File: src/ata_pkg.sv
// types, constants and cordic functions for the tilt angle block
`default_nettype none
package ata_pkg;

	localparam int DATA_W      = 16;
	localparam int ROLL_W      = 17;
	localparam int PITCH_W     = 16;
	localparam int IN_TDATA_W  = 48;
	localparam int OUT_TDATA_W = 40;

	localparam int ANGLE_FRAC_BITS_DEF = 8;
	localparam int CORDIC_STAGES_DEF   = 16;

	localparam int ACC_FRAC  = 20;
	localparam int TABLE_LEN = 24;
	localparam int SQ_W      = 48;
	localparam int ROOT_W    = 24;
	localparam int CW        = 44;
	localparam int ZW        = 30;

	localparam logic signed [ZW-1:0] QUARTER_TURN = ZW'(94371840);
	localparam int ROLL_LIMIT_DEG  = 180;
	localparam int PITCH_LIMIT_DEG = 90;

	typedef struct packed {
		logic        [SQ_W-1:0]   rem;
		logic        [ROOT_W-1:0] root;
		logic signed [DATA_W-1:0] x;
		logic signed [DATA_W-1:0] y;
		logic signed [DATA_W-1:0] z;
	} ata_sqrt_t;

	typedef struct packed {
		logic signed [CW-1:0] x;
		logic signed [CW-1:0] y;
		logic signed [ZW-1:0] ang;
		logic                 zero;
	} ata_lane_t;

	typedef struct packed {
		ata_lane_t roll;
		ata_lane_t pitch;
	} ata_pair_t;

	function automatic logic [ZW-1:0] atan_q20(input int unsigned i);
		logic [ZW-1:0] t;
		case (i)
			0:  t = ZW'(47185920);
			1:  t = ZW'(27855475);
			2:  t = ZW'(14718068);
			3:  t = ZW'(7471121);
			4:  t = ZW'(3750058);
			5:  t = ZW'(1876857);
			6:  t = ZW'(938658);
			7:  t = ZW'(469357);
			8:  t = ZW'(234682);
			9:  t = ZW'(117342);
			10: t = ZW'(58671);
			11: t = ZW'(29335);
			12: t = ZW'(14668);
			13: t = ZW'(7334);
			14: t = ZW'(3667);
			15: t = ZW'(1833);
			16: t = ZW'(917);
			17: t = ZW'(458);
			18: t = ZW'(229);
			19: t = ZW'(115);
			20: t = ZW'(57);
			21: t = ZW'(29);
			22: t = ZW'(14);
			23: t = ZW'(7);
			default: t = '0;
		endcase
		return t;
	endfunction

	function automatic ata_lane_t cordic_rot(input ata_lane_t c, input int unsigned i);
		logic signed [CW-1:0] xs;
		logic signed [CW-1:0] ys;
		logic signed [ZW-1:0] t;
		ata_lane_t            r;
		xs = c.x >>> i;
		ys = c.y >>> i;
		t  = signed'(atan_q20(i));
		r  = c;
		if (!c.y[CW-1]) begin
			r.x   = c.x + ys;
			r.y   = c.y - xs;
			r.ang = c.ang + t;
		end else begin
			r.x   = c.x - ys;
			r.y   = c.y + xs;
			r.ang = c.ang - t;
		end
		return r;
	endfunction

	function automatic ata_lane_t prerotate(input logic signed [CW-1:0] num,
			input logic signed [CW-1:0] den);
		ata_lane_t r;
		r.zero = (num == '0) && (den == '0);
		r.x    = den;
		r.y    = num;
		r.ang  = '0;
		if (den[CW-1]) begin
			if (!num[CW-1]) begin
				r.x   = num;
				r.y   = -den;
				r.ang = QUARTER_TURN;
			end else begin
				r.x   = -num;
				r.y   = den;
				r.ang = -QUARTER_TURN;
			end
		end
		return r;
	endfunction

endpackage
`default_nettype wire

File: src/ata_cordic_cell.sv
// one vectoring cordic stage for the roll and pitch lanes
`default_nettype none
module ata_cordic_cell #(
	parameter int STAGE = 0
) (
	input  wire logic              clk,
	input  wire logic              arst_n,
	input  wire logic              en,
	input  wire logic              in_valid,
	input  wire ata_pkg::ata_pair_t in_data,
	output logic                   out_valid,
	output ata_pkg::ata_pair_t     out_data
);

	ata_pkg::ata_pair_t nxt;
	logic               valid_s1;
	ata_pkg::ata_pair_t data_s1;

	always_comb begin
		nxt.roll  = ata_pkg::cordic_rot(in_data.roll, STAGE);
		nxt.pitch = ata_pkg::cordic_rot(in_data.pitch, STAGE);
	end

	always_ff @(posedge clk or negedge arst_n) begin
		if (!arst_n) begin
			valid_s1 <= 1'b0;
		end else if (en) begin
			valid_s1 <= in_valid;
		end
	end

	always_ff @(posedge clk) begin
		if (en) begin
			data_s1 <= nxt;
		end
	end

	assign out_valid = valid_s1;
	assign out_data  = data_s1;

endmodule
`default_nettype wire

File: config.mk
export PLATFORM = sky130hd
export DESIGN_NAME = ata_cordic_cell
export DESIGN_NICKNAME = d
export VERILOG_FILES = /design/src/ata_pkg.sv /design/src/ata_cordic_cell.sv
export SDC_FILE = /design/constraint.sdc
export NUM_CORES = 1
export LEC_CHECK = 0
export ABC_AREA = 0
export BUFFER_PORTS_ARGS = -buffer_cell sky130_fd_sc_hd__buf_2
export CAP_MARGIN = 20
export CORE_ASPECT_RATIO = 1.4
export CORE_MARGIN = 10
export CORE_UTILIZATION = 30
export CTS_CLUSTER_SIZE = 25
export DETAILED_ROUTE_END_ITERATION = 7
export GPL_TIMING_DRIVEN = 0
export PLACE_DENSITY = 0.53
export RECOVER_POWER = 25
export SYNTH_ARGS = -nofsm -noshare
export SYNTH_HDL_FRONTEND = slang
export SYNTH_SLANG_ARGS = --single-unit
export TNS_END_PERCENT = 100
File: constraint.sdc
create_clock -name clk -period 0.85 [get_ports clk]
set_input_delay 0.085 -clock clk [delete_from_list [all_inputs] [get_ports clk]]
set_output_delay 0.085 -clock clk [all_outputs]
set_load 0.05 [all_outputs]
After elaboration in Yosys (flattened, before gate mapping)
Cells that the tools add are included.
{"block": "classes", "add_sub_neg": 10, "mux": 2}
{"cell": "two-way mux 118 bit", "n": 2}
{"cell": "subtractor 44 bit", "n": 4}
{"cell": "adder 44 bit", "n": 2}
{"cell": "adder 30 x 27 -> 30 bit (second input constant)", "n": 2}
{"cell": "subtractor 30 x 27 -> 30 bit (second input constant)", "n": 2}
{"block": "word_totals", "regBits": 239, "wordCells": 21, "out_inout_bits": 239, "inputBits": 242}

Logic depth before layout (Yosys ltp)
{"block": "logic_depth", "ltp_word": 2, "mapped_depth": 14, "ltp_nobuf": 13}

Least setup slack after synthesis
No wires, ideal clock.
{"block": "synth_path", "path_kind": "input port to flip-flop", "startpoint": "input port in_data[31] (netlist bit)", "endpoint": "register data_s1, in the netlist out_data[71] (data pin)", "arrival_time_ns": 2.840, "path_slack_ns": -2.248, "setup_ns": 0.258, "t_required_ns": 0.592, "cell_stages": 13, "cell_sequence": "ha_1 inv_1 fa_1 o21bai_4 a2111oi_4 o41ai_2 a2111oi_4 o31ai_4 a41o_2 a221oi_4 o41a_4 a2bb2oi_2 xnor2_1"}
{"item": "start, declared", "line": "ata_cordic_cell.sv:10", "rtl": "input wire ata_pkg::ata_pair_t in_data,"}
{"item": "end signal, assigned", "line": "ata_cordic_cell.sv:34", "rtl": "data_s1 <= nxt;"}
{"item": "end, declared", "line": "ata_cordic_cell.sv:17", "rtl": "ata_pkg::ata_pair_t data_s1;"}

==> flow_summary.json <==
{
  "status": "finished, violations left",
  "failed_checks": "negative hold slack, negative setup slack",
  "cts_hold_buf": 52,
  "floorplan.die.height_um": 352.3,
  "fin_worst_skew_ps": 0,
  "dp_hpwl_mm": 90.37,
  "met1_length_mm": 39.37,
  "dpl-instance-area_um2": 28700,
  "distinct_cell_type_count_after_synthesis": 102,
  "io-pin-count": 481,
  "hold_viol": 7,
  "crit_slowest_cell": "a2111o_1",
  "worst-r2r-setup-slack_ps": -60,
  "grt_first_pass_wirelength_mm": 164.1,
  "synth-warning-count": 0,
  "worst_hold_path.num_cells": 3,
  "layout_setup_ws_ps": -1986,
  "synth_area_um2": 23660,
  "timing_worst_slew_pin_value_ps": 1178,
  "h-tree-depth": 1,
  "syn_inst": 2742,
  "power_per_cell_area_nw_per_um2": 1638,
  "timing.critical_path.arrival_ps": 3170,
  "yosys.area.top_type_share_pct": 29.95,
  "peakVddDrop_v": 0.001610,
  "avgViaCountPerCell": 5.379,
  "routabilityCongestion": 0.9714,
  "core.rowCount": 121,
  "antenna_found_initial": 27,
  "fp.dieArea_um2": 90670,
  "postRouteAntennaNets": 0,
  "drc": 0,
  "wl_mm": 117.0,
  "power.static_leakage_nw": 16.15,
  "finalPower_w": 0.06295,
  "timing.hold.worst.start": "in_data[143]",
  "areaGrowthSynthToFinish_pct": 62.40,
  "final_common_cell": "buf_6",
  "clk_pin_slew_ps": 60,
  "synth_seq_cells": 237,
  "layout_common_cells": "354 x buf_6, 255 x ha_1, 236 x edfxtp_1, 218 x inv_1, 217 x buf_2",
  "netlist_top_cells_area": "edfxtp_1 30%, ha_1 16%, a21oi_1 7.2%",
  "timing.rr.start": "out_valid",
  "n_fill_cell": 7232,
  "slowest_delay_ps": 430,
  "timing.critical_path.fanout_max": 4,
  "cp-end-kind": "flip-flop",
  "yosys_most_used_dff": "edfxtp_1",
  "pre_cts_slack_ps": -3457,
  "critical_path.startpoint_type": "input port",
  "hold_slack_ps": -69.71,
  "worst_r2r_path_depth": 2,
  "drt_pass1_iterations": 5,
  "floorplan.initialDensity_pct": 30.35,
  "cp_cell_sequence": "buf_8 > ha_4 > inv_2 > fa_2 > o21bai_4 > a2111oi_4 > o41ai_4 > buf_4 > o31a_4 > a211o_4 > a21oi_4 > o31ai_4 > a2111o_1 > o21ai_2 > xnor2_1",
  "post-route-cell-area_um2": 38430,
  "fin_nets": 4132,
  "finalMaxSlewViolations": 0,
  "total_length_of_routed_met2_wires_mm": 61.20,
  "post_drt_wl_per_cell_um": 25.14,
  "timing.setup.critical_path_class": "input port to flip-flop",
  "whs_endpoint": "out_data[143]",
  "max_freq_ghz": 0.3527,
  "timing.hold.worst.class": "input port to flip-flop",
  "clk_path_buf_depth": 3,
  "syn_avg_cell_area_um2": 8.630,
  "drtIter0Drc": 1654,
  "worst-endpoint-required_ps": 1190,
  "grt_max_degree": 104,
  "setup_repair_after_global_routing_missed_its_margin": "true",
  "grt_pass1_vias": 25497,
  "cts-root-buf": "clkbuf_16",
  "timing.max_cap.violations": 0,
  "synth_net_count": 3298,
  "cts_tree": "built",
  "fin_crit_sh_pct": 333.6,
  "die_x_um": 257.4,
  "numClockSinks": 237,
  "via_count": 25041,
  "grt_usage_pct": 23.83,
  "synth-seq-area-share_pct": 30.05,
  "overall_overflow_remaining_after_global_route": 0,
  "maxUsedRoutingLayer": "met5",
  "netlist.top_cell.by_area": "edfxtp_1",
  "io_buffer_count": 480,
  "setup-violations-final": 610,
  "asyncSetResetFlopFracSynth_pct": 0.4219,
  "timing.rr.end": "out_valid",
  "coreArea_um2": 77970,
  "insertion_delay_ps": 600,
  "synth_enable_flop_cells": 236,
  "numCtsBuffers": 28,
  "maxSlewHeadroom_pct": 21.48,
  "post_route_cells_drive_above_1_share_pct": 43.64,
  "met3_length_mm": 8.116,
  "timing.final.crit_period_ps": 2836
}
area by class of cell:
type / instances / area (µm²) / share of cell area [%]
Antenna cell: 15 / 37.54 / 0.09768
Buffer: 114 / 924.6 / 2.406
Clock buffer: 34 / 744.5 / 1.937
Clock inverter: 15 / 135.1 / 0.3516
Inverter: 276 / 1200 / 3.122
Multi-Input combinational cell: 2101 / 19460 / 50.63
Sequential cell: 237 / 7113 / 18.51
Tap cell: 1045 / 1308 / 3.402
Timing Repair Buffer: 818 / 7508 / 19.54
cell families after synthesis:
group           count (synthesis)  synth area share (%)
compound gates                902                 24.34
xor+xnor                      186                 6.885
fa+ha+maj                     314                 16.86
buf+inv                       404                 6.657
flops                         237                 30.05
mux                            59                 2.506
simple gates                  640                 12.70
routing by layer:
| layer | global-route usage, % | up-vias |
|---|---|---|
| li1 | - | 11489 |
| met1 | 23.04 | 11982 |
| met2 | 44.36 | 1137 |
| met3 | 5.435 | 413 |
| met4 | 15.85 | 20 |
| met5 | 0 | - |
worst max path at each step:
stage,cells past startpoint,startpoint,end
global route,16,in_data[31],out_data[117]
CTS,15,in_data[31],out_data[71]
global placement,2,en,out_valid
floorplan,13,in_data[31],out_data[71]
detailed placement,14,in_data[43],out_data[72]
finish,15,in_data[31],out_data[113]
critical path: cells and delay by family:
family	cells	cell delay [ps]
adders and majority gates	2	390
AOI/OAI and AO/OA	9	2260
xor gates and xnor gates	1	80
buffers and inverters	3	330
metrics by stage:
stage / instances / setup TNS [ps] / utilization (%)
6_report: 4655 / -341150 / 49.29
5_1_grt: 4646 / -371990 / 49.26
4_1_cts: 4539 / -326770 / 44.23
3_5_place_dp: 4270 / -485210 / 36.81
3_3_place_gp: 4267 / -1298990 / 36.71
2_1_floorplan: 2742 / -226860 / -
synth_stat cells, types with 7 or more instances:
cell / instances
a21boi_0: 10
xor2_1: 25
a211oi_1: 23
o211ai_1: 20
a21oi_1: 340
fa_1: 8
a2111oi_0: 8
mux2i_1: 57
a221oi_1: 9
a21o_1: 60
o21ai_0: 190
o21a_1: 11
nand3_1: 37
clkbuf_1: 79
edfxtp_1: 236
xnor2_1: 161
o21ai_1: 7
buf_1: 23
ha_1: 306
nand2_1: 143
nor4_1: 25
a211o_1: 11
or2_2: 7
nor3_1: 43
a31oi_1: 20
or3_1: 10
o31ai_1: 26
nor2_1: 241
nor2b_1: 28
nand4_1: 35
inv_1: 266
nand2b_1: 23
o21bai_1: 66
buf_2: 20
nor3b_1: 7
and2_1: 9
and3_1: 8
o221ai_1: 8
state kept, by name, indices dropped and copies added, names as in the netlist:
name,cells
out_data,236
out_valid,1
power breakdown:
group / internal [W] / switching [W] / leakage, nW / total, W
registers: 0.0154 / 0.000939 / 2.32 / 0.0163
clock network: 0.00680 / 0.00535 / 0.434 / 0.0122
logic: 0.0135 / 0.0210 / 13.4 / 0.0345
total: 0.0356 / 0.0273 / 16.1 / 0.0630
what timing repair did:
item	in CTS	in global routing
buffers inserted	181	139
gates cloned	1	1
resized for setup	668	1121
pin swaps	223	285
setup endpoints to repair	429	423
hold endpoints to repair	105	49
Note: power is estimated with default switching activity, not from simulation.
