===== config.mk =====
export PLATFORM = sky130hd
export DESIGN_NAME = ata_out_fifo
export DESIGN_NICKNAME = d
export VERILOG_FILES = /design/src/ata_out_fifo.sv
export SDC_FILE = /design/constraint.sdc
export NUM_CORES = 1
export LEC_CHECK = 0
export ABC_AREA = 1
export BUFFER_PORTS_ARGS = -buffer_cell sky130_fd_sc_hd__buf_2
export CORE_MARGIN = 1.5
export CORE_UTILIZATION = 53
export CTS_BUF_LIST = sky130_fd_sc_hd__clkbuf_4
export DETAILED_ROUTE_END_ITERATION = 8
export PLACE_DENSITY = 0.8
export SLEW_MARGIN = 15
export SYNTH_ARGS = -nofsm -noshare
export SYNTH_HDL_FRONTEND = slang
export SYNTH_SLANG_ARGS = --single-unit

===== constraint.sdc =====
create_clock -name clk -period 1.65 [get_ports clk]
set_input_delay 0.33 -clock clk [delete_from_list [all_inputs] [get_ports clk]]
set_output_delay 0.33 -clock clk [all_outputs]
set_load 0.02 [all_outputs]

===== src/ata_out_fifo.sv =====
// two-entry output queue that decouples the pipeline from the result side
`default_nettype none
module ata_out_fifo #(
	parameter int W = 8
) (
	input  wire logic         clk,
	input  wire logic         arst_n,
	input  wire logic         push,
	input  wire logic [W-1:0] din,
	input  wire logic         pop,
	output logic [W-1:0]      dout,
	output logic              full,
	output logic              not_empty
);

	logic [W-1:0] mem_q [2];
	logic         wr_q;
	logic         rd_q;
	logic [1:0]   count_q;

	always_ff @(posedge clk or negedge arst_n) begin
		if (!arst_n) begin
			wr_q    <= 1'b0;
			rd_q    <= 1'b0;
			count_q <= 2'd0;
		end else begin
			if (push) begin
				wr_q <= ~wr_q;
			end
			if (pop) begin
				rd_q <= ~rd_q;
			end
			count_q <= count_q + 2'(push) - 2'(pop);
		end
	end

	always_ff @(posedge clk) begin
		if (push) begin
			mem_q[wr_q] <= din;
		end
	end

	assign dout      = mem_q[rd_q];
	assign full      = (count_q == 2'd2);
	assign not_empty = (count_q != 2'd0);

endmodule
`default_nettype wire


* Word-level counts from Yosys, hierarchy flattened
Memory sizes are Yosys's and may differ from the RTL's. Cells that the tools add are included. Widths: inputs -> output; s select.
Operators by class: reductions and logical operators 1, add/subtract/negate cells 2, eq/ne operators 1, muxes and demuxes 2, bitwise gates (word level) 2
Operators by type and width (number):
- $add 2x1->2 | 1
- $eq 2x2->1 const B | 1
- $mux 1 | 2
- $not 1->1 | 2
- $reduce_bool 2->1 | 1
- $sub 2x1->2 | 1
Storage, ports and cells: memory bits (writable) 16, register bits after elaboration 4, memories kept 1, input bits 12, word-level logic and storage cells 12, output and inout bits 10
Memories:
- mem_q | words 2, width 8, rd ports 1, clocked after memory_dff 0, write ports 1, RTL line 16 | logic [W-1:0] mem_q [2];

* Longest topological paths before layout
Gate-level depths: netlist of run 1.
depth after elaboration 2, mapped depth 7, gate-level depth less buffers 7

* Least setup slack after synthesis of run 1
No wires, ideal clock.
path kind register to output, start point register rd_q, end point output dout[0], buffers on the path 1, setup slack 0.339 ns, stages on the path, launching flop included 3, arrival 0.981 ns, required time 1.320 ns, path through dfrtp_1 buf_6 o21ai_0
On the way: word-level cells in the longest chain between the ends 1
Ends and longest elaborated chain:
- start: declaration | RTL line 18 | logic rd_q;
- start signal: assignment | RTL line 31 | rd_q <= ~rd_q;
- $mem_v2 2x8
- end: declaration | RTL line 11 | output logic [W-1:0] dout,
Every way passes these cells.

* Worst setup path after layout of run 1
Ends and elaborated chain as after synthesis.

==> results.tsv, run 1 <==
metric	value	unit
worst-path fanout max	17	
reg-to-reg startpoint	count_q[0]	
Routed WL per cell	10.93	um
FMAX	0.6446	GHz
post-route ant nets	0	
CP Cell Sequence	o21ai_0 -> buf_2	
outcome	finished, final reports clean	
# placed instances	103	
multi-input logic area	165.2	um2
Crit. End Element	output pin	
final cell count without fillers	108	
leak pwr	0.4647	nW
Hold Path Depth	1	
antenna diode count	0	
slowest CP cell	dfrtp_2	
setup repair bufs after CTS	0	
Core Util, Final	65.29	%
# clock sinks	20	
final number of max-transition violations	0	
worst slew pin tran	0.2967	ns
total CTS buffers	3	
power density cells	1635	mW/mm2
largest net degree at the start of global routing	18	
Hold Vio Cnt, Final	0	
GRT overflow	0	
gpl congestion	0.6932	
core area	0.001489	mm2
Reg2Reg Depth	6	
maxcap violations	0	
Post-Syn Area per Cell	12.40	um2
Seq cells post-synth	20	
I/O pin count	22	
via/cell ratio	4.694	
first-pass GRT wire length	2090	um
Final #Nets	107	
Worst Setup Start Kind	flop	
hold crit path type	primary input to flop	
sequential share of the synthesized area	69.88	%
period utilization	94.03	%
Slew Limit Headroom	80.22	%
area grow syn2layout	17.02	%
# fillers	113	
RSZ-0062 raised after global routing	true	
Initial Utilization	55.80	%
clk slew on worst S/H paths	0.11	ns
share of cells above drive strength 1	32.61	%
Post-Syn Nets	81	
number of iterations in the first detailed-routing pass	4	
YS warnings	0	
crit path from	rd_q	
Die W	42.59	um
reg2reg setup slack	0.53	ns
DRC viols	0	
initial antenna violation count	0	
latest clock arrival within the worst-skew pair	0.30	ns
register area	581.8	um2
Clock Skew	0.009229	ns
TritonCTS clock tree	built	
cells after synthesis	67	
DIE HEIGHT	42.59	um
Setup-failing EPs final	0	
global-route usage over all layers	16.70	%
via count of the routed design	507	
row cnt	14	
vias in the first global route	478	
die area	0.001814	mm2
drt total wl	1180	um
drt first-iter violations	8	
clk buf depth	2	
CTS Root Cell	clkbuf_4	
Post-Syn Area	830.8	um2
crit-path max cell delay	0.54	ns
maximum vdd drop	0.9493	mV
Tmin final	1.551	ns
Critical Path RT	1.32	ns
Cell variety after synth	12	
Critical Path AT	1.22	ns
critical path class	flop to output pin	
H-Tree Depth	1	
Port-buffer cells	21	
hold_sp	din[1]	
hpwl dp	930.1	um
## placed cells by master, fill, tap and decap left out
| cell | count |
|---|---|
| buf_4 | 1 |
| nand3_1 | 1 |
| dfrtp_2 | 1 |
| dlygate4sd3_1 | 1 |
| nand2_2 | 1 |
| nand2_1 | 14 |
| o21ai_1 | 1 |
| o21ai_2 | 3 |
| clkbuf_4 | 3 |
| o21ai_0 | 4 |
| dfrtp_1 | 3 |
| buf_2 | 21 |
| nor2_1 | 2 |
| ha_1 | 2 |
| clkinv_1 | 1 |
| xor2_1 | 2 |
| edfxtp_1 | 16 |
| inv_1 | 15 |
## metrics by stage
stage	setup TNS [ns]	hold slack, ns	area, um2	power, mW	worst slack, ns
6_report	0	0.2187	972.2	1.590	0.09858
5_1_grt	-0.02661	0.2037	972.2	1.717	-0.02470
4_1_cts	0	0.2151	969.7	1.604	0.07491
3_5_place_dp	0	0.1385	932.1	1.379	0.2830
3_3_place_gp	0	0.1403	932.1	1.349	0.2957
2_1_floorplan	0	0.03441	830.8	1.255	0.3394
## registers in the layout (all words and copies together), names as in the netlist
signal / count
wr_q: 1
rd_q: 1
count_q: 2
mem_q: 16
## power breakdown
group / internal [mW] / total, mW / switching, mW
Combinational: 0.207 / 0.575 / 0.368
Clock: 0.0881 / 0.225 / 0.137
Sequential: 0.687 / 0.790 / 0.103
Total: 0.982 / 1.59 / 0.608
## routing by layer
layer / global-route usage, % / part of all wire (%) / vias to the layer above
li1: - / - / 262
met1: 19.29 / 40 / 228
met2: 27.38 / 53 / 12
met3: 5.172 / 4.2 / 5
met4: 9.375 / 2.5 / 0
met5: 0 / 0 / -
## synthesized netlist by cell type
master | instances | area share [%]
ha_1 | 2 | 3.0
dfrtp_1 | 4 | 12
buf_6 | 1 | 1.4
inv_1 | 15 | 6.8
nand2_1 | 15 | 6.8
nor2_1 | 2 | 0.90
o21ai_2 | 3 | 3.2
buf_12 | 1 | 2.4
edfxtp_1 | 16 | 58
xor2_1 | 2 | 2.1
nand3_1 | 1 | 0.60
o21ai_0 | 5 | 3.0
## layout make-up
cell class | instances | area share, %
Clock buffer | 3 | 2.317
Clock inverter | 1 | 0.3861
Inverter | 15 | 5.792
Multi-Input combinational cell | 30 | 16.99
Sequential cell | 20 | 59.85
Tap cell | 16 | 2.059
Timing Repair Buffer | 23 | 12.61
## critical path, delay by kind of cell (launching register included)
| family | cells | cell delay, ns |
|---|---|---|
| buffers and inverters | 1 | 0.19 |
| AO/OA/AOI/OAI | 1 | 0.20 |
| flip-flops | 1 | 0.54 |
## cells by family (layout without fill, tap and decap cells)
| logic type | count (synthesis) | count (layout) | share of synthesized area [%] |
|---|---|---|---|
| simple gates | 18 | 18 | 8.282 |
| flops | 20 | 20 | 69.88 |
| xor+xnor | 2 | 2 | 2.109 |
| fa+ha+maj | 2 | 2 | 3.012 |
| compound gates | 8 | 8 | 6.175 |
| buf+inv | 17 | 42 | 10.54 |
## path summary, 6_finish.rpt
check	to
max	dout[0]
min	mem_q[1][1]
max reg2reg	count_q[1]
min reg2reg	wr_q
max in group asynchronous	rd_q
min in group asynchronous	wr_q
## repair_timing
action | 4_1_cts | 5_1_grt
endpoints found under the setup margin | 8 | 2
hold buffers | 1 | 0
endpoints found under the hold margin | 4 | 0
resized for setup | 1 | 2
gates cloned | 0 | 0
Note: power is estimated with default switching activity, not from simulation.
==> run 2: changes to the inputs <==
==> constraint.sdc (replaced) <==
create_clock -name clk -period 1.65 [get_ports clk]
set_input_delay 0.0825 -clock clk [delete_from_list [all_inputs] [get_ports clk]]
set_output_delay 0.0825 -clock clk [all_outputs]
set_load 0.02 [all_outputs]
==> results.tsv, run 2 (synthesized netlist as in run 1, its figures left out) <==
metric	value	unit	change
Critical Path RT	1.57	ns	+0.25 ns
Slew Limit Headroom	65.67	%	-15 points
drt first-iter violations	9		+1
post-route ant nets	0		unchanged
power share of the combinational group	36.4	%	+0.2 points
leading cell type in the layout, fill and taps excluded	buf_2		
reg2reg setup slack	0.52	ns	about the same
Setup-failing EPs final	0		unchanged
setup ws final	0.2206	ns	+0.1221 ns
largest net degree at the start of global routing	18		unchanged
number of iterations in the first detailed-routing pass	4		unchanged
hold crit path type	primary input to asynchronous set/reset pin		
Largest register FFs	16		unchanged
period utilization	86.63	%	-7.4 points
Hold Slack	0.1195	ns	-0.09919 ns
row cnt	14		unchanged
# clock sinks	20		unchanged
die area	0.001814	mm2	unchanged
final number of max-transition violations	0		unchanged
Port-buffer cells	21		unchanged
latest clock arrival within the worst-skew pair	0.29	ns	about the same
via count of the routed design	542		+6.9%
via/cell ratio	4.593		-2.2%
Initial Utilization	55.80	%	unchanged
Routed WL per cell	10.08	um	-7.8%
DRC viols	0		unchanged
Crit. End Element	output pin		
GRT overflow	0		unchanged
power density cells	1511	mW/mm2	-7.6%
RSZ-0062 raised after global routing	false		
Hold Vio Cnt, Final	0		unchanged
core area	0.001489	mm2	unchanged
register area	580.6	um2	-0.22%
gpl congestion	0.7143		+3.0%
Clock Power Share	15.3	%	+1.2 points
vias in the first global route	510		+6.7%
Seq pwr share	48.3	%	-1.4 points
share of cells above drive strength 1	28.43	%	-4.2 points
clk slew on worst S/H paths	0.10	ns	about the same
hpwl dp	826.5	um	-11%
initial antenna violation count	0		unchanged
H-Tree Depth	1		unchanged
antenna diode count	0		unchanged
clk buf depth	2		unchanged
I/O pin count	22		unchanged
Sum Neg Setup Slack	0	ns	unchanged
area grow syn2layout	29.07	%	
Reg2Reg Depth	6		unchanged
DIE HEIGHT	42.59	um	unchanged
Top reg by flops	mem_q		
outcome	finished, final reports clean		
Final #Nets	117		+9.3%
DP Worst Slack	0.5257	ns	+0.2427 ns
commonest cells after routing, fill and taps aside	buf_2 (21), edfxtp_1 (16), inv_1 (15), nand2_1 (15), dlygate4sd3_1 (11)		
internal power	1.014	mW	+3.3%
# fillers	104		-8.0%
FMAX	0.6996	GHz	+8.5%
maximum vdd drop	0.8319	mV	-12%
Critical Path AT	1.35	ns	+0.13 ns
Die W	42.59	um	unchanged
total CTS buffers	3		unchanged
multi-input logic area	162.7	um2	-1.5%
first-pass GRT wire length	2070	um	-0.96%
Clock Skew	0.005205	ns	-0.004024 ns
TritonCTS clock tree	built		
Tmin final	1.429	ns	-0.1221 ns
switching pwr	0.6064	mW	-0.21%
worst slew pin tran	0.5150	ns	+0.2182 ns
CTS Root Cell	clkbuf_4		
reg-to-reg startpoint	count_q[0]		
leak pwr	0.5102	nW	+9.8%
biggest regs	mem_q x16, count_q x2		
worst-path fanout max	17		unchanged
Reg2Reg Capture Point	count_q[1]		
maxcap violations	0		unchanged
critical path class	flop to output pin		
Worst Setup Start Kind	flop		
drt total wl	1189	um	+0.76%
global-route usage over all layers	16.28	%	-0.41 points
switching portion of total power	37.43	%	-0.80 points
==> run 2: cell types whose count changed in the layout (fill, tap and decap cells not counted) <==
| cell | delta |
|---|---|
| dlygate4sd3_1 | +10 |
| clkbuf_4 | +1 |
| clkinv_1 | -1 |
| dfrtp_1 | +1 |
| dfrtp_2 | -1 |
| nand2_1 | +1 |
| nand2_2 | -1 |
| o21ai_0 | +1 |
| o21ai_1 | -1 |
==> run 2: timing repair <==
action | in CTS | in global routing
endpoints found under the hold margin | 22 | 0
buffers inserted | 0 | 0
gates resized for setup | 0 | 0
hold buffers | 11 | 0
==> run 2: layout make-up <==
type | count | share of cell area [%]
clock buffers | 4 | 2.800
inverters | 15 | 5.251
multi-input cells | 30 | 15.17
flip-flops and latches | 20 | 54.14
well taps | 16 | 1.867
repair buffers | 33 | 20.77
==> run 2: power by group through the flow <==
stage	registers, mW	clock network, mW	logic (mW)
3_3_place_gp	0.789	0	0.558
4_1_cts	0.784	0.257	0.600
2_1_floorplan	0.732	0	0.524
3_5_place_dp	0.795	0	0.579
6_report	0.782	0.248	0.590
5_1_grt	0.806	0.274	0.661
==> run 2: critical path, cell delays in order (launching register included) <==
cell,delay [ns]
dfrtp_1,0.68
nand2_1,0.12
o21ai_2,0.08
buf_2,0.17
==> run 2: per-stage QoR <==
stage,power (mW),area (um2),std cells,util [%]
6_report,1.620,1072,118,72.02
5_1_grt,1.741,1072,118,72.02
4_1_cts,1.641,1072,118,72.02
3_5_place_dp,1.375,932.1,103,62.61
3_3_place_gp,1.347,932.1,103,62.61
2_1_floorplan,1.255,830.8,67,-
==> run 2: routing by layer <==
metal	part of all wire, %	vias up	track usage [%]
met5	0	-	0
met4	3.1	0	11.25
met3	3.1	4	3.879
met2	51	11	26.46
met1	43	244	18.82
li1	-	283	-
==> run 2: worst max-delay path by stage <==
stage / from / end / cells after the start
after global placement: rd_q / dout[0] / 3
final: rd_q / dout[4] / 3
after detailed placement: count_q[0] / count_q[1] / 6
after global routing: rd_q / dout[4] / 3
after CTS: rd_q / dout[5] / 3
after floorplan: wr_q / mem_q[0][0] / 1
