===== src/ata_pkg.sv =====
// types, constants and cordic functions for the tilt angle block
`default_nettype none
package ata_pkg;

	localparam int DATA_W      = 16;
	localparam int ROLL_W      = 17;
	localparam int PITCH_W     = 16;
	localparam int IN_TDATA_W  = 48;
	localparam int OUT_TDATA_W = 40;

	localparam int ANGLE_FRAC_BITS_DEF = 8;
	localparam int CORDIC_STAGES_DEF   = 16;

	localparam int ACC_FRAC  = 20;
	localparam int TABLE_LEN = 24;
	localparam int SQ_W      = 48;
	localparam int ROOT_W    = 24;
	localparam int CW        = 44;
	localparam int ZW        = 30;

	localparam logic signed [ZW-1:0] QUARTER_TURN = ZW'(94371840);
	localparam int ROLL_LIMIT_DEG  = 180;
	localparam int PITCH_LIMIT_DEG = 90;

	typedef struct packed {
		logic        [SQ_W-1:0]   rem;
		logic        [ROOT_W-1:0] root;
		logic signed [DATA_W-1:0] x;
		logic signed [DATA_W-1:0] y;
		logic signed [DATA_W-1:0] z;
	} ata_sqrt_t;

	typedef struct packed {
		logic signed [CW-1:0] x;
		logic signed [CW-1:0] y;
		logic signed [ZW-1:0] ang;
		logic                 zero;
	} ata_lane_t;

	typedef struct packed {
		ata_lane_t roll;
		ata_lane_t pitch;
	} ata_pair_t;

	function automatic logic [ZW-1:0] atan_q20(input int unsigned i);
		logic [ZW-1:0] t;
		case (i)
			0:  t = ZW'(47185920);
			1:  t = ZW'(27855475);
			2:  t = ZW'(14718068);
			3:  t = ZW'(7471121);
			4:  t = ZW'(3750058);
			5:  t = ZW'(1876857);
			6:  t = ZW'(938658);
			7:  t = ZW'(469357);
			8:  t = ZW'(234682);
			9:  t = ZW'(117342);
			10: t = ZW'(58671);
			11: t = ZW'(29335);
			12: t = ZW'(14668);
			13: t = ZW'(7334);
			14: t = ZW'(3667);
			15: t = ZW'(1833);
			16: t = ZW'(917);
			17: t = ZW'(458);
			18: t = ZW'(229);
			19: t = ZW'(115);
			20: t = ZW'(57);
			21: t = ZW'(29);
			22: t = ZW'(14);
			23: t = ZW'(7);
			default: t = '0;
		endcase
		return t;
	endfunction

	function automatic ata_lane_t cordic_rot(input ata_lane_t c, input int unsigned i);
		logic signed [CW-1:0] xs;
		logic signed [CW-1:0] ys;
		logic signed [ZW-1:0] t;
		ata_lane_t            r;
		xs = c.x >>> i;
		ys = c.y >>> i;
		t  = signed'(atan_q20(i));
		r  = c;
		if (!c.y[CW-1]) begin
			r.x   = c.x + ys;
			r.y   = c.y - xs;
			r.ang = c.ang + t;
		end else begin
			r.x   = c.x - ys;
			r.y   = c.y + xs;
			r.ang = c.ang - t;
		end
		return r;
	endfunction

	function automatic ata_lane_t prerotate(input logic signed [CW-1:0] num,
			input logic signed [CW-1:0] den);
		ata_lane_t r;
		r.zero = (num == '0) && (den == '0);
		r.x    = den;
		r.y    = num;
		r.ang  = '0;
		if (den[CW-1]) begin
			if (!num[CW-1]) begin
				r.x   = num;
				r.y   = -den;
				r.ang = QUARTER_TURN;
			end else begin
				r.x   = -num;
				r.y   = den;
				r.ang = -QUARTER_TURN;
			end
		end
		return r;
	endfunction

endpackage
`default_nettype wire


===== src/ata_sqrt_cell.sv =====
// one bit of the integer square root chain, carrying the sample alongside
`default_nettype none
module ata_sqrt_cell #(
	parameter int BIT = 0
) (
	input  wire logic              clk,
	input  wire logic              arst_n,
	input  wire logic              en,
	input  wire logic              in_valid,
	input  wire ata_pkg::ata_sqrt_t in_data,
	output logic                   out_valid,
	output ata_pkg::ata_sqrt_t     out_data
);

	localparam logic [ata_pkg::SQ_W-1:0] ONE_SQ = ata_pkg::SQ_W'(1) << (2 * BIT);
	localparam logic [ata_pkg::ROOT_W-1:0] ONE_ROOT = ata_pkg::ROOT_W'(1) << BIT;

	logic [ata_pkg::SQ_W-1:0] test;
	ata_pkg::ata_sqrt_t       nxt;
	logic                     valid_s1;
	ata_pkg::ata_sqrt_t       data_s1;

	always_comb begin
		test = (ata_pkg::SQ_W'(in_data.root) << (BIT + 1)) | ONE_SQ;
		nxt  = in_data;
		if (in_data.rem >= test) begin
			nxt.rem  = in_data.rem - test;
			nxt.root = in_data.root | ONE_ROOT;
		end
	end

	always_ff @(posedge clk or negedge arst_n) begin
		if (!arst_n) begin
			valid_s1 <= 1'b0;
		end else if (en) begin
			valid_s1 <= in_valid;
		end
	end

	always_ff @(posedge clk) begin
		if (en) begin
			data_s1 <= nxt;
		end
	end

	assign out_valid = valid_s1;
	assign out_data  = data_s1;

endmodule
`default_nettype wire


===== config.mk =====
export PLATFORM = sky130hd
export DESIGN_NAME = ata_sqrt_cell
export DESIGN_NICKNAME = d
export VERILOG_FILES = /design/src/ata_pkg.sv /design/src/ata_sqrt_cell.sv
export SDC_FILE = /design/constraint.sdc
export NUM_CORES = 1
export LEC_CHECK = 0
export ABC_AREA = 1
export BUFFER_PORTS_ARGS = -buffer_cell sky130_fd_sc_hd__buf_2
export CORE_MARGIN = 2
export CORE_UTILIZATION = 52
export CTS_BUF_LIST = sky130_fd_sc_hd__clkbuf_16
export CTS_CLUSTER_DIAMETER = 80
export DETAILED_ROUTE_END_ITERATION = 10
export PLACE_DENSITY = 0.85
export SLEW_MARGIN = 30
export SYNTH_ARGS = -nofsm -noshare
export SYNTH_HDL_FRONTEND = slang
export SYNTH_SLANG_ARGS = --single-unit

===== constraint.sdc =====
create_clock -name clk -period 0.9 [get_ports clk]
set_input_delay 0.18 -clock clk [delete_from_list [all_inputs] [get_ports clk]]
set_output_delay 0.18 -clock clk [all_outputs]
set_load 0.005 [all_outputs]

==> impl_metrics.tcl, run 1 <==
set metrics [dict create \
    fp.dieH_microns 123 \
    yosys_warnings 0 \
    synth.mux.area_fraction 0.00153 \
    yosysTopAreaCellShare 0.488 \
    ys_seq_elements 121 \
    synth_edf_count 120 \
    synthSimpleGateAreaFrac 0.287 \
    stop_stage "global routing" \
    synth_flop_cell "edfxtp_1" \
    avgSynthCellArea_sq_um 8.23 \
    syn_inst 896 \
    seq_area_frac_synth 0.492 \
    ys_async_sr_fraction 0.00826 \
    post-dp-hpwl_microns 20900 \
    gp_congestion 0.988 \
    synth.most_common_cell "nand2_1" \
    io_pins 245 \
    synth_top_cells_by_area "edfxtp_1 (49%), nand2_1 (15%), inv_1 (8.0%)" \
    synth_top_family_by_area "simple AND/OR/NAND/NOR gates" \
    io_buffer_count 244 \
    tool.error "[ERROR DPL-0038] Utilization greater than 100%, impossible to legalize" \
    synth_largest_area_cell "edfxtp_1" \
    htreeDepth 4 \
    synthTopCellsByCount "nand2_1 (293), inv_1 (157), edfxtp_1 (120)" \
    cts_sinks 121 \
    synth_fa_ha_area_frac 0.0451 \
    outcome "stopped before the end" \
    die_x_microns 123 \
    synth_compound_area_frac 0.0570 \
    endpoint_type "register input" \
    syn_nets 1046 \
    cts_buffer_depth 2 \
    synth.distinct_cells 33 \
    grt_start_max_net_pins 21 \
    numCtsBuffers 17 \
    root_buffer "clkbuf_16" \
    num_rows 43 \
    yosys.area_share.xor_xnor 0.0249 \
    netlist_area_sq_um 7380 \
    postGrtWorstEndpoint "out_data[111]$_DFFE_PP_/D" \
    initial_core_util 0.532 \
]
## cells by family after synthesis
| family | after synthesis |
|---|---|
| AND/OR/NAND/NOR | 494 |
| multiplexers | 1 |
| buffers and inverters | 171 |
| AO/OA/AOI/OAI | 62 |
| flip-flops | 121 |
| adder cells (fa/ha/maj) | 26 |
| XOR/XNOR | 21 |
## stage by stage
step | utilization | setup TNS, ns | instances | instance area [sq um] | setup WS [ns]
floorplan | - | -43.21 | 896 | 7730 | -0.962
CTS | 0.918 | -57.93 | 1611 | 12700 | -0.675
global placement | 0.747 | -57.17 | 1467 | 10400 | -1.26
detailed placement | 0.747 | -59.18 | 1467 | 10400 | -1.26
## what timing repair did
action | CTS
setup buffers | 37
pin swaps | 63
endpoints found under the hold margin | 70
gates cloned | 5
gates resized for setup | 205
endpoints found under the setup margin | 170
hold buffers | 70
==> run 2: changes to the inputs <==
- CORE_UTILIZATION: 52 -> 40
- CTS_BUF_LIST: sky130_fd_sc_hd__clkbuf_16 -> default
- CTS_CLUSTER_DIAMETER: 80 -> default
- PLACE_DENSITY: 0.85 -> default
- PLACE_DENSITY_LB_ADDON: default -> 0.15
==> run 2 against run 1 <==
  * The flow now finishes, with violations (negative setup slack)
  * Area after synthesis is the same
  * Synthesized cell count is the same
==> impl_metrics.tcl, run 2 <==
set metrics [dict create \
    outcome "finished, violations left" \
    violations "negative setup slack" \
    timing.final.crit_share 1.80 \
    synth_flop_cell "edfxtp_1" \
    dp.cells 1527 \
    nNetsFinal 1555 \
    synth.distinct_cells 33 \
    fp.dieH_microns 140 \
    grt_pass1_vias 7662 \
    grt_overflow 0 \
    syn_inst 896 \
    yosysTopAreaCellShare 0.488 \
    synth.mux.area_fraction 0.00153 \
    antenna_found_initial 0 \
    synth_top_cells_by_area "edfxtp_1 (49%), nand2_1 (15%), inv_1 (8.0%)" \
    postLayoutSetupSlackWorst_ns -0.724 \
    post-dp-hpwl_microns 19500 \
    worst_pin_slew_ns 0.280 \
    p_seq_frac 0.364 \
    avgSynthCellArea_sq_um 8.23 \
    initial_core_util 0.409 \
    total_power_mw 19.2 \
    synth_top_family_by_area "simple AND/OR/NAND/NOR gates" \
    clk_pin_slew_ns 0.06 \
    critPathRequiredTime_ns 1.08 \
    hold_path_end "out_valid" \
    drt-wirelength-per-cell_microns 15.7 \
    slew_headroom 0.812 \
    cts_sinks 121 \
    holdPathStages 2 \
    cts_buffer_depth 2 \
    largest_reg_flops 120 \
    crit_start "in_data[73]" \
    drive_gt1_frac 0.492 \
    swShare 0.282 \
    final_cell_mix "nand2_1 (226), buf_2 (218), buf_4 (170)" \
    layout_min_cycle_time_ns 1.62 \
    rsz0062_at_grt "yes" \
    synth.most_common_cell "nand2_1" \
    grt_pass1_wl_microns 38900 \
    gr-usage-all-layers 0.256 \
    synth_compound_area_frac 0.0570 \
    timing.rr.start "out_valid" \
    seq_area_frac_synth 0.492 \
    fillers 1434 \
    stdcell_count 1647 \
    start_kind "input pin" \
    synthSimpleGateAreaFrac 0.287 \
    io_pins 245 \
    area_delta_synth_final_pct 72.9 \
    hold_slack_ns 0.0128 \
    htreeDepth 4 \
    syn_nets 1046 \
    setup_violations 170 \
    ant_nets 0 \
    p_int_mw 13.8 \
    synth_fa_ha_area_frac 0.0451 \
    critPathCaptureType "flop" \
    fmax_ghz 0.616 \
    cts_tree "built" \
    num_rows 49 \
    min_from "in_valid" \
    vias 7756 \
    synth_largest_area_cell "edfxtp_1" \
    drc_errors 0 \
    maxSlewViolCount 0 \
    pre_cts_ws_ns -1.32 \
    io_buffer_count 244 \
    clkPwrFrac 0.379 \
    synthTopCellsByCount "nand2_1 (293), inv_1 (157), edfxtp_1 (120)" \
    critPathKind "input pin to flop" \
    root_buffer "clkbuf_16" \
    p_leak_nw 5.99 \
    netlist_area_sq_um 7380 \
    die_x_microns 140 \
    numCtsBuffers 17 \
    n_antenna_cell 0 \
    layout_commonest_cell "nand2_1" \
    synth_edf_count 120 \
    crit_arrival_ns 1.80 \
    combPwrFrac 0.257 \
    cap_violations 0 \
    yosys_warnings 0 \
    yosys.area_share.xor_xnor 0.0249 \
    hold_class "input pin to flop" \
    layout.area.seq_sq_um 3630 \
    grt_start_max_net_pins 22 \
    critical_path_peak_fanout 7 \
    vias_per_cell 4.71 \
    r2r_cells 2 \
    regToRegSetupSlack_ns 0.04 \
    clk_latency_ns 0.42 \
    drt_iter0_markers 393 \
    gp_congestion 0.944 \
    final_area_sq_um 12800 \
    wl_microns 25900 \
    ys_async_sr_fraction 0.00826 \
    dieArea_sq_um 19500 \
    ys_seq_elements 121 \
    multi_input_comb_area_sq_um 3930 \
    clock_skew_ns 0 \
    power.density_nw_per_um2 1500 \
    coreArea_sq_um 18000 \
    r2r-end "out_valid" \
    hold_viol 0 \
    first_pass_iters 5 \
    place_area_sq_um 10500 \
    p_sw_mw 5.41 \
    vdd_ir_drop_max_mv 1.37 \
]
[run 2: cell counts after synthesis]
Identical to the previous run, type by type.
[run 2: power by group through the flow]
stage | clock network [mW] | registers, mW | logic [mW]
6_report | 7.27 | 6.98 | 4.92
4_1_cts | 7.39 | 6.98 | 4.45
3_5_place_dp | 0 | 7.09 | 3.99
2_1_floorplan | 0 | 7.19 | 1.66
3_3_place_gp | 0 | 7.08 | 3.96
5_1_grt | 7.61 | 7.03 | 5.32
[run 2: logic make-up after synthesis]
group,count (synthesis)
AO/OA/AOI/OAI,62
XOR/XNOR,21
adder cells (fa/ha/maj),26
buffers and inverters,171
flip-flops,121
multiplexers,1
AND/OR/NAND/NOR,494
[run 2: through the flow]
step / util / TNS [ns]
floorplan: - / -43.21
global placement: 0.584 / -55.56
detailed placement: 0.584 / -57.54
CTS: 0.674 / -56.11
global route: 0.708 / -62.36
finish: 0.708 / -55.78
[run 2: worst max-delay path by stage]
stage	cells after the start	to
floorplan	13	out_data[75]
global placement	12	out_data[107]
detailed placement	12	out_data[107]
CTS	15	out_data[112]
global route	15	out_data[112]
finish	14	out_data[112]
[run 2: routing by layer]
metal  GRT usage  vias up  share of wire
met1       0.332     3585           0.43
met5           0        -              0
met2       0.440      248           0.49
met3      0.0458       31          0.055
li1            -     3892              -
met4      0.0747        0          0.018
[run 2: layout make-up]
| class | count | area share |
|---|---|---|
| Clock buffer | 18 | 0.0336 |
| Clock inverter | 14 | 0.0146 |
| Inverter | 164 | 0.0502 |
| Multi-Input combinational cell | 604 | 0.308 |
| Sequential cell | 121 | 0.284 |
| Tap cell | 229 | 0.0225 |
| Timing Repair Buffer | 497 | 0.287 |
[run 2: what timing repair did]
item	4_1_cts	5_1_grt
gates resized for setup	68	171
setup buffers	8	9
setup endpoints to repair	170	170
hold buffers	70	0
endpoints found under the hold margin	70	0
gates cloned	1	0
pin swaps	16	42
[run 2: worst max-delay path, stage by stage]
cell	delay, ns
buf_4	0.13
fa_2	0.39
nand3_4	0.09
nand3_4	0.10
nand2_4	0.08
nand2_4	0.07
nand2_2	0.07
nand2_2	0.06
nand2_2	0.09
nand3_4	0.13
clkinv_8	0.12
buf_12	0.15
buf_12	0.11
a21oi_4	0.03
No activity file was read; power rests on OpenSTA's default activity.
==> run 3: changes to the inputs <==
==> constraint.sdc (replaced) <==
create_clock -name clk -period 0.9 [get_ports clk]
set_input_delay 0.09 -clock clk [delete_from_list [all_inputs] [get_ports clk]]
set_output_delay 0.09 -clock clk [all_outputs]
set_load 0.005 [all_outputs]
==> run 3 against run 2 <==
  * The run still ends with negative setup slack left
  * Register-to-register slack about the same
  * Largest power group unchanged
  * First-iteration DRC count rose by 28%
  * Sequential share of layout area up 0.22 points
  * Wire length rose by 0.94%
  * Worst setup slack better by 0.12 ns
  * Cell count rose by 0.24%
  * Highest routed layer unchanged
==> impl_metrics.tcl, run 3 (same netlist as run 2, synthesis figures left out) <==
set metrics [dict create \
    dieArea_sq_um 19500 \
    dp.cells 1524 \
    cts_tree "built" \
    antenna_found_initial 0 \
    p_leak_nw 5.95 \
    grt_overflow 0 \
    cpPeakStageDelay_ns 0.42 \
    fp.dieH_microns 140 \
    postLayoutSetupSlackWorst_ns -0.609 \
    wl_microns 26100 \
    p_seq_frac 0.371 \
    clock_skew_ns 0 \
    path_cells "buf_8, fa_2, nand3_4, nand3_4, nand2_4, nand2_4, nand2_2, nand2_2, nand2_2, nand3_4, clkinv_8, buf_12, buf_12, a21oi_2" \
    critPathKind "input pin to flop" \
    violations "negative setup slack" \
    grt_pass1_wl_microns 39500 \
    place_area_sq_um 10500 \
    drc_errors 0 \
    grt_pass1_vias 7725 \
    hold_slack_ns 0.0154 \
    hold_class "input pin to flop" \
    io_buffer_count 244 \
    outcome "finished, violations left" \
    numCtsBuffers 17 \
    wl_met1_microns 11000 \
    top_layer "met4" \
    layout_min_cycle_time_ns 1.51 \
    timing.final.crit_share 1.68 \
    power.density_nw_per_um2 1490 \
    cap_violations 0 \
    path_delay_family "simple AND/OR/NAND/NOR gates" \
    num_rows 49 \
    setup_violations 170 \
    maxSlewViolCount 0 \
    largest_reg_flops 120 \
    die_x_microns 140 \
    start_kind "input pin" \
    cts_buffer_depth 2 \
    final_cell_mix "nand2_1 (232), buf_2 (231), buf_4 (157)" \
    vias_per_cell 4.73 \
    initial_core_util 0.409 \
    slew_headroom 0.807 \
    drt-wirelength-per-cell_microns 15.8 \
    coreArea_sq_um 18000 \
    drive_gt1_frac 0.464 \
    rsz0062_at_grt "yes" \
    stdcell_count 1651 \
    clk_pin_slew_ns 0.06 \
    drt_iter0_markers 503 \
    area_delta_synth_final_pct 71.6 \
    critPathCaptureType "flop" \
    gr-usage-all-layers 0.262 \
    critPathRequiredTime_ns 1.07 \
    critical_path_peak_fanout 7 \
    ant_nets 0 \
    p_sw_mw 5.23 \
    final_area_sq_um 12700 \
    n_antenna_cell 0 \
    io_pins 245 \
    grt_start_max_net_pins 22 \
    clkPwrFrac 0.375 \
    vdd_ir_drop_max_mv 2.10 \
    post-dp-hpwl_microns 19500 \
    cts_sinks 121 \
    wl_met2_microns 13000 \
    swShare 0.278 \
    cp_slowest_cell "fa_2" \
    first_pass_iters 5 \
    root_buffer "clkbuf_16" \
    crit_arrival_ns 1.68 \
    worst_pin_slew_ns 0.288 \
    clk_latency_ns 0.42 \
    hold_viol 0 \
    combPwrFrac 0.254 \
    gp_congestion 0.952 \
    p_int_mw 13.6 \
    vias 7804 \
    layout_commonest_cell "nand2_1" \
    fmax_ghz 0.663 \
    htreeDepth 4 \
    wl_met3_microns 1600 \
    crit_buf_inv 4 \
    nNetsFinal 1560 \
]
run 3: changes by cell type in the layout (fill, tap and decap cells not counted), moves of 4 or more:
| cell | before | now |
|---|---|---|
| nand2_1 | 226 | 232 |
| dlygate4sd3_1 | 70 | 86 |
| nand3_2 | 11 | 5 |
| nor2_2 | 15 | 8 |
| buf_4 | 170 | 157 |
| buf_2 | 218 | 231 |
| nor2_1 | 66 | 71 |
| inv_1 | 125 | 131 |
| nand3_1 | 41 | 46 |
| inv_6 | 6 | 2 |
| buf_6 | 21 | 12 |
run 3: worst paths after layout:
check	from	endpoint	slack (ns)	cells after the start
max	in_data[73]	out_data[106]	-0.61	14
min	in_data[80]	out_data[80]	0.02	3
max reg2reg	out_valid	out_valid	0.04	2
min reg2reg	out_valid	out_valid	0.59	2
max in group asynchronous	arst_n	out_valid	0.23	3
min in group asynchronous	arst_n	out_valid	0.56	3
run 3: through the flow:
| stage | setup TNS, ns | setup slack [ns] | util | total power, mW |
|---|---|---|---|---|
| final | -39.37 | -0.609 | 0.702 | 18.8 |
| after floorplan | -38.80 | -0.872 | - | 8.84 |
| after detailed placement | -51.73 | -1.20 | 0.583 | 11.1 |
| after global routing | -47.66 | -0.665 | 0.702 | 19.6 |
| after CTS | -39.67 | -0.567 | 0.679 | 18.6 |
| after global placement | -50.09 | -1.20 | 0.583 | 11.0 |
run 3: power groups by stage:
stage / Clock, mW / Sequential (mW) / Combinational (mW)
after floorplan: 0 / 7.19 / 1.66
after global placement: 0 / 7.08 / 3.95
after detailed placement: 0 / 7.09 / 3.98
after CTS: 7.14 / 6.98 / 4.48
after global routing: 7.43 / 7.03 / 5.17
final: 7.06 / 6.98 / 4.79
run 3: area by class of cell:
| cell class | count | area, sq um |
|---|---|---|
| clock buffers | 17 | 425 |
| clock inverters | 14 | 174 |
| fillers | 1437 | 5360 |
| inverters | 164 | 633 |
| multi-input cells | 604 | 3870 |
| flip-flops and latches | 121 | 3630 |
| well taps | 229 | 287 |
| repair buffers | 502 | 3650 |
run 3: metal layers:
layer | vias to the layer above | track usage
met5 | - | 0
met4 | 0 | 0.0753
met1 | 3597 | 0.326
li1 | 3898 | -
met3 | 35 | 0.0499
met2 | 274 | 0.462
run 3: worst reg2reg max path, delay by kind of cell (launching register included):
kind,cells,cell delay [ns]
buf+inv,1,0.13
mux,1,0.25
flops,1,0.37
run 3: what timing repair did:
item                                   CTS  global route
setup buffers                            4             5
setup endpoints to repair              170           170
pin swaps                               13            31
endpoints found under the hold margin   83             3
cloned                                   1             0
gates resized for setup                 78           110
hold buffers                            83             3
